## src/hdl/rcp_pkg.sv

```systemverilog
// Package for the regularised contact pressure block.
// Holds payload structs, register indexes, widths and the controller command/status types.
package rcp_pkg;

    localparam int NodeCountDefault = 1024;
    localparam int NodeW = 10;
    localparam int DataW = 32;
    localparam int CfgIdxW = 1;

    localparam logic [CfgIdxW-1:0] RegTimeStep = 1'b0;
    localparam logic [CfgIdxW-1:0] RegDimensions = 1'b1;

    localparam logic [DataW-1:0] TimeStepReset = 32'd655;
    localparam logic [1:0] DimensionsReset = 2'd3;

    typedef struct packed {
        logic [NodeW-1:0]        node_index;
        logic                    in_contact;
        logic [DataW-1:0]        time_scale;
        logic signed [DataW-1:0] pressure_x;
        logic signed [DataW-1:0] pressure_y;
        logic signed [DataW-1:0] pressure_z;
    } t_in_item;

    typedef struct packed {
        logic [NodeW-1:0] node_out;
        logic [DataW-1:0] regularised_pressure;
    } t_out_item;

    // Controller to datapath commands
    typedef struct packed {
        logic load;       // capture input item, start store read
        logic clr;        // clearing pass write
        logic sq_step;    // accumulate one squared component
        logic sqrt_init;
        logic sqrt_step;
        logic mul_a;      // old * t
        logic mul_b;      // dt * norm, sum
        logic div_init;
        logic div_step;
        logic finish;     // form result, write store, fill output register
    } t_cmd;

    // Datapath to controller status
    typedef struct packed {
        logic clr_done;
        logic contact;
        logic t_zero;
    } t_sts;

endpackage

```

## src/hdl/rcp_ctrl.sv

```systemverilog
// Controller: sequences clear pass, norm, low-pass step and output handshake.
// Depends on rcp_pkg; drives rcp_datapath.
module rcp_ctrl import rcp_pkg::*; (
    input  logic       i_clk,
    input  logic       i_rst_n,
    input  logic       i_in_valid,
    output logic       o_in_ready,
    output logic       o_out_valid,
    input  logic       i_out_ready,
    input  t_sts       i_sts,
    output t_cmd       o_cmd,
    output logic [1:0] o_sq_idx
);
    localparam logic [3:0] S_CLR   = 4'd0;
    localparam logic [3:0] S_IDLE  = 4'd1;
    localparam logic [3:0] S_SQ    = 4'd2;
    localparam logic [3:0] S_SQRT  = 4'd3;
    localparam logic [3:0] S_MULA  = 4'd4;
    localparam logic [3:0] S_MULB  = 4'd5;
    localparam logic [3:0] S_DIV   = 4'd6;
    localparam logic [3:0] S_FIN   = 4'd7;
    localparam logic [3:0] S_SQRTI = 4'd8;
    localparam logic [3:0] S_DIVI  = 4'd9;

    logic [3:0] r_state, n_state;
    logic [6:0] r_cnt, n_cnt;
    logic       r_out_valid, n_out_valid;
    logic       accept;

    assign o_in_ready  = (r_state == S_IDLE) && (!r_out_valid || i_out_ready);
    assign accept      = i_in_valid && o_in_ready;
    assign o_out_valid = r_out_valid;
    assign o_sq_idx    = r_cnt[1:0];

    // Next state and commands
    always_comb begin
        n_state     = r_state;
        n_cnt       = r_cnt;
        n_out_valid = r_out_valid;
        o_cmd       = '0;
        if (r_out_valid && i_out_ready) n_out_valid = 1'b0;
        unique case (r_state)
            S_CLR: begin
                o_cmd.clr = !i_sts.clr_done;
                if (i_sts.clr_done) n_state = S_IDLE;
            end
            S_IDLE: begin
                if (accept) begin
                    o_cmd.load = 1'b1;
                    n_state = S_SQ;
                    n_cnt = '0;
                end
            end
            S_SQ: begin
                o_cmd.sq_step = 1'b1;
                n_cnt = r_cnt + 1'b1;
                if (r_cnt == 7'd2) n_state = S_SQRTI;
            end
            S_SQRTI: begin
                o_cmd.sqrt_init = 1'b1;
                n_cnt = '0;
                n_state = S_SQRT;
            end
            S_SQRT: begin
                o_cmd.sqrt_step = 1'b1;
                n_cnt = r_cnt + 1'b1;
                if (r_cnt == 7'd31) begin
                    if (!i_sts.contact || i_sts.t_zero) n_state = S_FIN;
                    else n_state = S_MULA;
                end
            end
            S_MULA: begin
                o_cmd.mul_a = 1'b1;
                n_state = S_MULB;
            end
            S_MULB: begin
                o_cmd.mul_b = 1'b1;
                n_state = S_DIVI;
            end
            S_DIVI: begin
                o_cmd.div_init = 1'b1;
                n_cnt = '0;
                n_state = S_DIV;
            end
            S_DIV: begin
                o_cmd.div_step = 1'b1;
                n_cnt = r_cnt + 1'b1;
                if (r_cnt == 7'd64) n_state = S_FIN;
            end
            S_FIN: begin
                if (!r_out_valid || i_out_ready) begin
                    o_cmd.finish = 1'b1;
                    n_out_valid = 1'b1;
                    n_state = S_IDLE;
                end
            end
            default: n_state = S_IDLE;
        endcase
    end

    always_ff @(posedge i_clk) begin
        if (!i_rst_n) begin
            r_state     <= S_CLR;
            r_cnt       <= '0;
            r_out_valid <= 1'b0;
        end else begin
            r_state     <= n_state;
            r_cnt       <= n_cnt;
            r_out_valid <= n_out_valid;
        end
    end
endmodule

```

## config.mk

```make
export PLATFORM = sky130hd
export DESIGN_NAME = rcp_ctrl
export DESIGN_NICKNAME = d
export VERILOG_FILES = /design/src/hdl/rcp_pkg.sv /design/src/hdl/rcp_ctrl.sv
export SDC_FILE = /design/constraint.sdc
export NUM_CORES = 1
export LEC_CHECK = 0
export ABC_AREA = 1
export BUFFER_PORTS_ARGS = -buffer_cell sky130_fd_sc_hd__buf_2
export CORE_MARGIN = 5
export CORE_UTILIZATION = 50
export DETAILED_ROUTE_END_ITERATION = 7
export PLACE_DENSITY = 0.78
export SLEW_MARGIN = 20
export SYNTH_ARGS = -nofsm -noshare
export SYNTH_HDL_FRONTEND = slang
export SYNTH_SLANG_ARGS = --single-unit
export TNS_END_PERCENT = 10
```

## constraint.sdc

```tcl
create_clock -name i_clk -period 2 [get_ports i_clk]
set_clock_uncertainty 0.1 [all_clocks]
set_input_delay 0.4 -clock i_clk [delete_from_list [all_inputs] [get_ports i_clk]]
set_output_delay 0.4 -clock i_clk [all_outputs]
set_load 0.01 [all_outputs]
```

==> results of run 1 <==
-- stage by stage --
stage          total power [W]  util (%)  cells
2_1_floorplan         0.000823         -    146
3_3_place_gp          0.000949      59.8    189
3_5_place_dp          0.000974      59.8    189
4_1_cts                0.00113      61.1    192
5_1_grt                0.00124      61.7    192
6_report               0.00113      61.7    192
-- cell usage after synthesis, drive strengths merged --
library cell	n
nand4	2
a21oi	7
buf	2
dfxtp	12
or2	1
xor2	1
inv	29
nand3b	2
nand2	26
nand3	22
clkinv	1
nor2	28
o21ai	8
nor3	2
ha	3
-- per-layer routing --
metal	routed length (um)	part of all wire, %	GRT usage, %
met5	0	0	0
met4	52	2.3	8.94
met2	1140	51	34.3
met3	123	5.5	4.84
met1	905	41	20.2
-- worst max path at each step --
stage          slack, ns  cells past startpoint  endpoint                    start
2_1_floorplan       0.41                      5  o_cmd[9]  r_state[3]$_SDFFE_PN0P_
3_3_place_gp        0.26                      6  o_cmd[9]              i_out_ready
3_5_place_dp        0.22                      6  o_cmd[9]              i_out_ready
4_1_cts             0.02                      6  o_cmd[9]  r_state[3]$_SDFFE_PN0P_
5_1_grt            0.009                      6  o_cmd[9]  r_state[3]$_SDFFE_PN0P_
6_report            0.14                      6  o_cmd[9]  r_state[3]$_SDFFE_PN0P_
-- sequential cells by signal (all words and copies together) (netlist names) --
| register | flops |
|---|---|
| r_state | 4 |
| r_cnt | 7 |
| o_out_valid | 1 |
-- final cells by class --
class                           instances  share of cell area [%]
Clock buffer                            3                    2.12
Inverter                               30                    10.6
Timing Repair Buffer                   20                    9.40
Multi-Input combinational cell        102                    52.4
Sequential cell                        12                    22.6
Tap cell                               25                    2.94
-- power breakdown --
group	switching, W	internal [W]
combinational	0.000418	0.000229
sequential	0.0000541	0.000277
clock	0.0000842	0.0000698
total	0.000556	0.000575
-- logic make-up (layout without fill, tap and decap cells) --
| group | count (synthesis) | in the layout | share of synthesized area (%) |
|---|---|---|---|
| AO/OA/AOI/OAI | 15 | 15 | 10.2 |
| AND/OR/NAND/NOR | 83 | 83 | 44.5 |
| adder cells (fa/ha/maj) | 3 | 3 | 4.10 |
| buffers and inverters | 32 | 53 | 13.9 |
| flip-flops | 12 | 12 | 26.2 |
| XOR/XNOR | 1 | 1 | 0.956 |
-- worst max-delay path: stages, from the launching register on --
cell and delay (ns):
dfxtp_1 0.38, nor2_4 0.17, nand3_1 0.10, nor2_2 0.12, nand2_2 0.12, inv_1 0.07, buf_2 0.12
==> summary.md, run 1 <==
| Metric | Value |
|---|---|
| Status | `finished, final reports clean` |
| Worst rel slew slack | `76.4%` |
| HP Start | `i_rst_n` |
| Post-synthesis cell type count | `24` |
| Fin Setup TNS | `0 ns` |
| Gate Count Post-Synth | `146` |
| Starting Density | `53.0%` |
| Max Fclk | `537 MHz` |
| Die span in y | `52.8 um` |
| Remaining DRCs | `0` |
| Total I/O pin count | `21` |
| Synthesis Warnings | `0` |
| Hold EP | `r_state[2]$_SDFFE_PN0P_` |
| Slew Viols, Final | `0` |
| Most frequent cells in the layout | `inv_1, nand2_1, nand3_1, nor2_1, buf_2` |
| CTS H-tree depth | `1` |
| First-pass GRT wire length | `3910 um` |
| Layout filler cell count | `171` |
| ANT nets after route | `0` |
| Layout Nets | `179` |
| CTS buffer count | `3` |
| Mean Syn Cell Area | `6.27 um^2` |
| Fin area | `0.00106 mm^2` |
| Clock Path Buffers | `2` |
| Total grt overflow | `0` |
| Area grow syn2layout | `16.3%` |
| Reg2Reg Capture Point | `r_state[1]$_SDFFE_PN0P_` |
| Clk Tree Root Cell | `clkbuf_4` |
| Routed via count | `961` |
| Crit Path Class | `flip-flop to primary output` |
| Most common cell after layout, fill and taps aside | `inv_1` |
| R2r startpoint | `r_cnt[1]$_SDFFE_PN0P_` |
| Setup slack, reg-to-reg | `0.43 ns` |
| Antenna violations before repair | `0` |
| IO Port Bufs | `20` |
| Place WS | `0.220 ns` |
| Wirelength per Cell | `11.6 um` |
| Finish-stage setup viols | `0` |
| Clock latency on the worst-skew pair | `0.28 ns` |
| Resized Gates After CTS | `0` |
| Maximum vdd ir drop | `839 uV` |
| Pwr dens | `1060 mW/mm^2` |
| CTS tree | `built` |
| FF+latch count, synth | `12` |
| Mapped Area | `916 um^2` |
| Setup Buffers After CTS | `0` |
| Max_cap viols | `0` |
| Min Hold Slack | `0.271 ns` |
| R2R cell count | `8` |
| Total core area | `0.00173 mm^2` |
| Placed Area | `0.00103 mm^2` |
| Hold path cells | `3` |
| Worst hold path class | `input port to flip-flop` |
| Hold buffer count at cts | `0` |
| Total Routing Usage GR | `19.0%` |
| Gpl congestion | `0.914` |
| Worst endpoint required time | `1.50 ns` |
| Initial DRC count | `18` |
| Final period util | `93.1%` |
| Drt first pass iters | `4` |
| RSZ-0062 raised after global routing | `false` |
| Most area-consuming cells after synthesis | `dfxtp_1, nand3_1, inv_1` |
| Minimum clock period | `1.86 ns` |
| Least-Margin Pin Slew | `0.353 ns` |
| Multi-input gate area | `558 um^2` |
| Final hold violation count | `0` |
| Sequential fraction of the synthesis area | `26.2%` |
| Syn_nets | `156` |
| Maximum fanout along the worst path | `8` |
| N_diodes | `0` |
| Dominant cell type by area after synthesis | `dfxtp_1` |
| Clock sink total | `12` |
| Total wire length | `2230 um` |
| Vias in the first global route | `960` |
| Reg clk slew, reported paths | `0.07 ns` |
| Sequential cell area | `240 um^2` |
| Via/cell ratio | `5.01` |
| Die width | `52.8 um` |
| Startpoint Class | `flip-flop` |
| Share of Yosys cell area claimed by the top area cell type | `26.2%` |
| Static Leak | `0.548 nW` |
| Share of post-route cells with drive strength above 1 | `25.7%` |
| # rows | `15` |
| Fin worst setup slack | `0.139 ns` |
| Crit path DAT | `1.36 ns` |
| Worst setup EP type | `primary output` |
| Die area | `0.00279 mm^2` |
| Largest net degree at the start of global routing | `11` |
| HPWL after DPL | `1810 um` |
No activity file was read; power rests on OpenSTA's default activity.
==> inputs of run 2 (changes only) <==
ABC_CLOCK_PERIOD_IN_PS = 2000   (was unset)
RECOVER_POWER = 100   (was unset)
==> summary.md, run 2 (synthesis gave the netlist of run 1 again) <==
| Metric | Value |
|---|---|
| Status | `finished, final reports clean` |
| Max_cap viols | `0 (unchanged)` |
| Worst hold path class | `input port to flip-flop` |
| CTS tree | `built` |
| HPWL after DPL | `1810 um (unchanged)` |
| RSZ-0062 raised after global routing | `false` |
| Max Fclk | `537 MHz (about the same)` |
| Sequential share of power | `30.8% (+1.5 points)` |
| Clock Path Buffers | `2 (unchanged)` |
| Minimum clock period | `1.86 ns (+0.000967 ns)` |
| Finish-stage setup viols | `0 (unchanged)` |
| Worst rel slew slack | `71.7% (-4.7 points)` |
| Initial DRC count | `16 (-2)` |
| Sequential cell area | `240 um^2 (unchanged)` |
| Worst endpoint required time | `1.50 ns (about the same)` |
| NetSw | `0.000529 W (-4.8%)` |
| Internal power | `0.000543 W (-5.6%)` |
| Most frequent cells in the layout | `inv_1, nor2_1, nand2_1, nand3_1, buf_2` |
| Cells after DPL | `189 (unchanged)` |
| Hold buffer count at cts | `0 (unchanged)` |
| Clock network power share | `14.5% (+0.9 points)` |
| Worst setup EP type | `primary output` |
| Area grow syn2layout | `11.1%` |
| Crit Path Class | `flip-flop to primary output` |
| Largest net degree at the start of global routing | `11 (unchanged)` |
| ANT nets after route | `0 (unchanged)` |
| Reg clk slew, reported paths | `0.07 ns (about the same)` |
| Clk Tree Root Cell | `clkbuf_4` |
| Final period util | `93.1% (about the same)` |
| Startpoint Class | `flip-flop` |
| Die span in y | `52.8 um (unchanged)` |
| Antenna violations before repair | `0 (unchanged)` |
| Total wire length | `2280 um (+2.6%)` |
| Comb pwr share | `54.7% (-2.4 points)` |
| R2R cell count | `8 (unchanged)` |
| Pwr dens | `1050 mW/mm^2 (-0.79%)` |
| Via/cell ratio | `4.99 (-0.21%)` |
| R2r startpoint | `r_cnt[1]$_SDFFE_PN0P_` |
| Setup slack, reg-to-reg | `0.22 ns (-0.21 ns)` |
| Maximum vdd ir drop | `814 uV (-3.0%)` |
| First-pass GRT wire length | `3910 um (unchanged)` |
| Total core area | `0.00173 mm^2 (unchanged)` |
| Gpl congestion | `0.914 (unchanged)` |
| CTS buffer count | `3 (unchanged)` |
| Total grt overflow | `0 (unchanged)` |
| HP Start | `i_rst_n` |
| Hold EP | `r_state[2]$_SDFFE_PN0P_` |
| Reg2Reg Capture Point | `r_state[1]$_SDFFE_PN0P_` |
| Routed via count | `959 (-0.21%)` |
| Multi-input gate area | `518 um^2 (-7.2%)` |
| Static Leak | `0.511 nW (-6.7%)` |
| Total Routing Usage GR | `19.0% (unchanged)` |
| Most common cell after layout, fill and taps aside | `inv_1` |
| Largest Register | `r_cnt` |
| Crit path DAT | `1.36 ns (about the same)` |
| Slew Viols, Final | `0 (unchanged)` |
| Share of post-route cells with drive strength above 1 | `18.6% (-7.2 points)` |
| Clock sink total | `12 (unchanged)` |
| Total I/O pin count | `21 (unchanged)` |
| # rows | `15 (unchanged)` |
| Clock latency on the worst-skew pair | `0.28 ns (about the same)` |
| Wirelength per Cell | `11.9 um (+2.6%)` |
| Hold path cells | `3 (unchanged)` |
| Layout filler cell count | `184 (+7.6%)` |
| Remaining DRCs | `0 (unchanged)` |
| Final cell count without fillers | `192 (unchanged)` |
| Layout Nets | `179 (unchanged)` |
| IO Port Bufs | `20 (unchanged)` |
| Maximum fanout along the worst path | `8 (unchanged)` |
| Least-Margin Pin Slew | `0.423 ns (+0.0699 ns)` |
| Largest register FFs | `7 (unchanged)` |
| Starting Density | `53.0% (unchanged)` |
| Sw frac | `49.4% (+0.21 points)` |
| Die area | `0.00279 mm^2 (unchanged)` |
| CTS H-tree depth | `1 (unchanged)` |
| Die width | `52.8 um (unchanged)` |
| Final hold violation count | `0 (unchanged)` |
| Drt first pass iters | `4 (unchanged)` |
| N_diodes | `0 (unchanged)` |
| Vias in the first global route | `960 (unchanged)` |
| Fin Setup TNS | `0 ns (unchanged)` |
-- run 2: routing by layer --
layer	part of all wire [%]	routed length [um]	up-vias	global-route usage, %
met2	52	1190	22	34.3
met3	4.7	108	7	4.84
met4	2.2	50	0	8.94
met1	41	929	432	20.2
li1	-	-	498	-
met5	0	0	-	0
-- run 2: area by class of cell --
| type | count | area share, % |
|---|---|---|
| clock buffer | 3 | 2.21 |
| inverter | 30 | 11.1 |
| multi-input combinational | 102 | 50.9 |
| sequential | 12 | 23.6 |
| tap | 25 | 3.08 |
| timing repair buffer | 20 | 9.10 |
-- run 2: worst max-delay path: stages (launching register included) --
cell     delay, ns
dfxtp_1       0.38
nor2_4        0.17
nand3_1       0.10
nor2_2        0.12
nand2_2       0.12
inv_1         0.07
buf_2         0.12
-- run 2: how the worst max path moves through the flow --
stage / start / to / slack [ns] / cells past startpoint
after detailed placement: i_out_ready / o_cmd[9] / 0.22 / 6
after CTS: r_state[3]$_SDFFE_PN0P_ / o_cmd[9] / 0.02 / 6
after floorplan: r_state[3]$_SDFFE_PN0P_ / o_cmd[9] / 0.41 / 5
after global placement: i_out_ready / o_cmd[9] / 0.26 / 6
after global routing: r_state[3]$_SDFFE_PN0P_ / o_cmd[9] / 0.009 / 6
final: r_state[3]$_SDFFE_PN0P_ / o_cmd[9] / 0.14 / 6
-- run 2: through the flow --
step	setup WS (ns)	instance area (um^2)	utilization, %	hold slack, ns	power [W]
final	0.138	1020	58.9	0.268	0.00107
after global routing	0.00871	1020	58.9	0.279	0.00117
after CTS	0.0229	1050	61.1	0.264	0.00113
after detailed placement	0.220	1030	59.8	0.402	0.000974
after global placement	0.260	1030	59.8	0.412	0.000949
after floorplan	0.405	916	-	0.369	0.000823
-- run 2: timing repair --
item	CTS	global route
endpoints found under the hold margin	0	0
setup endpoints to repair	0	1
resized for setup	0	3
setup buffers	0	0
-- run 2: power by group through the flow --
stage          clock (W)  combinational [W]  sequential [W]
3_5_place_dp           0           0.000643        0.000331
3_3_place_gp           0           0.000620        0.000329
5_1_grt         0.000174           0.000658        0.000338
2_1_floorplan          0           0.000499        0.000324
4_1_cts         0.000160           0.000643        0.000326
6_report        0.000155           0.000587        0.000330
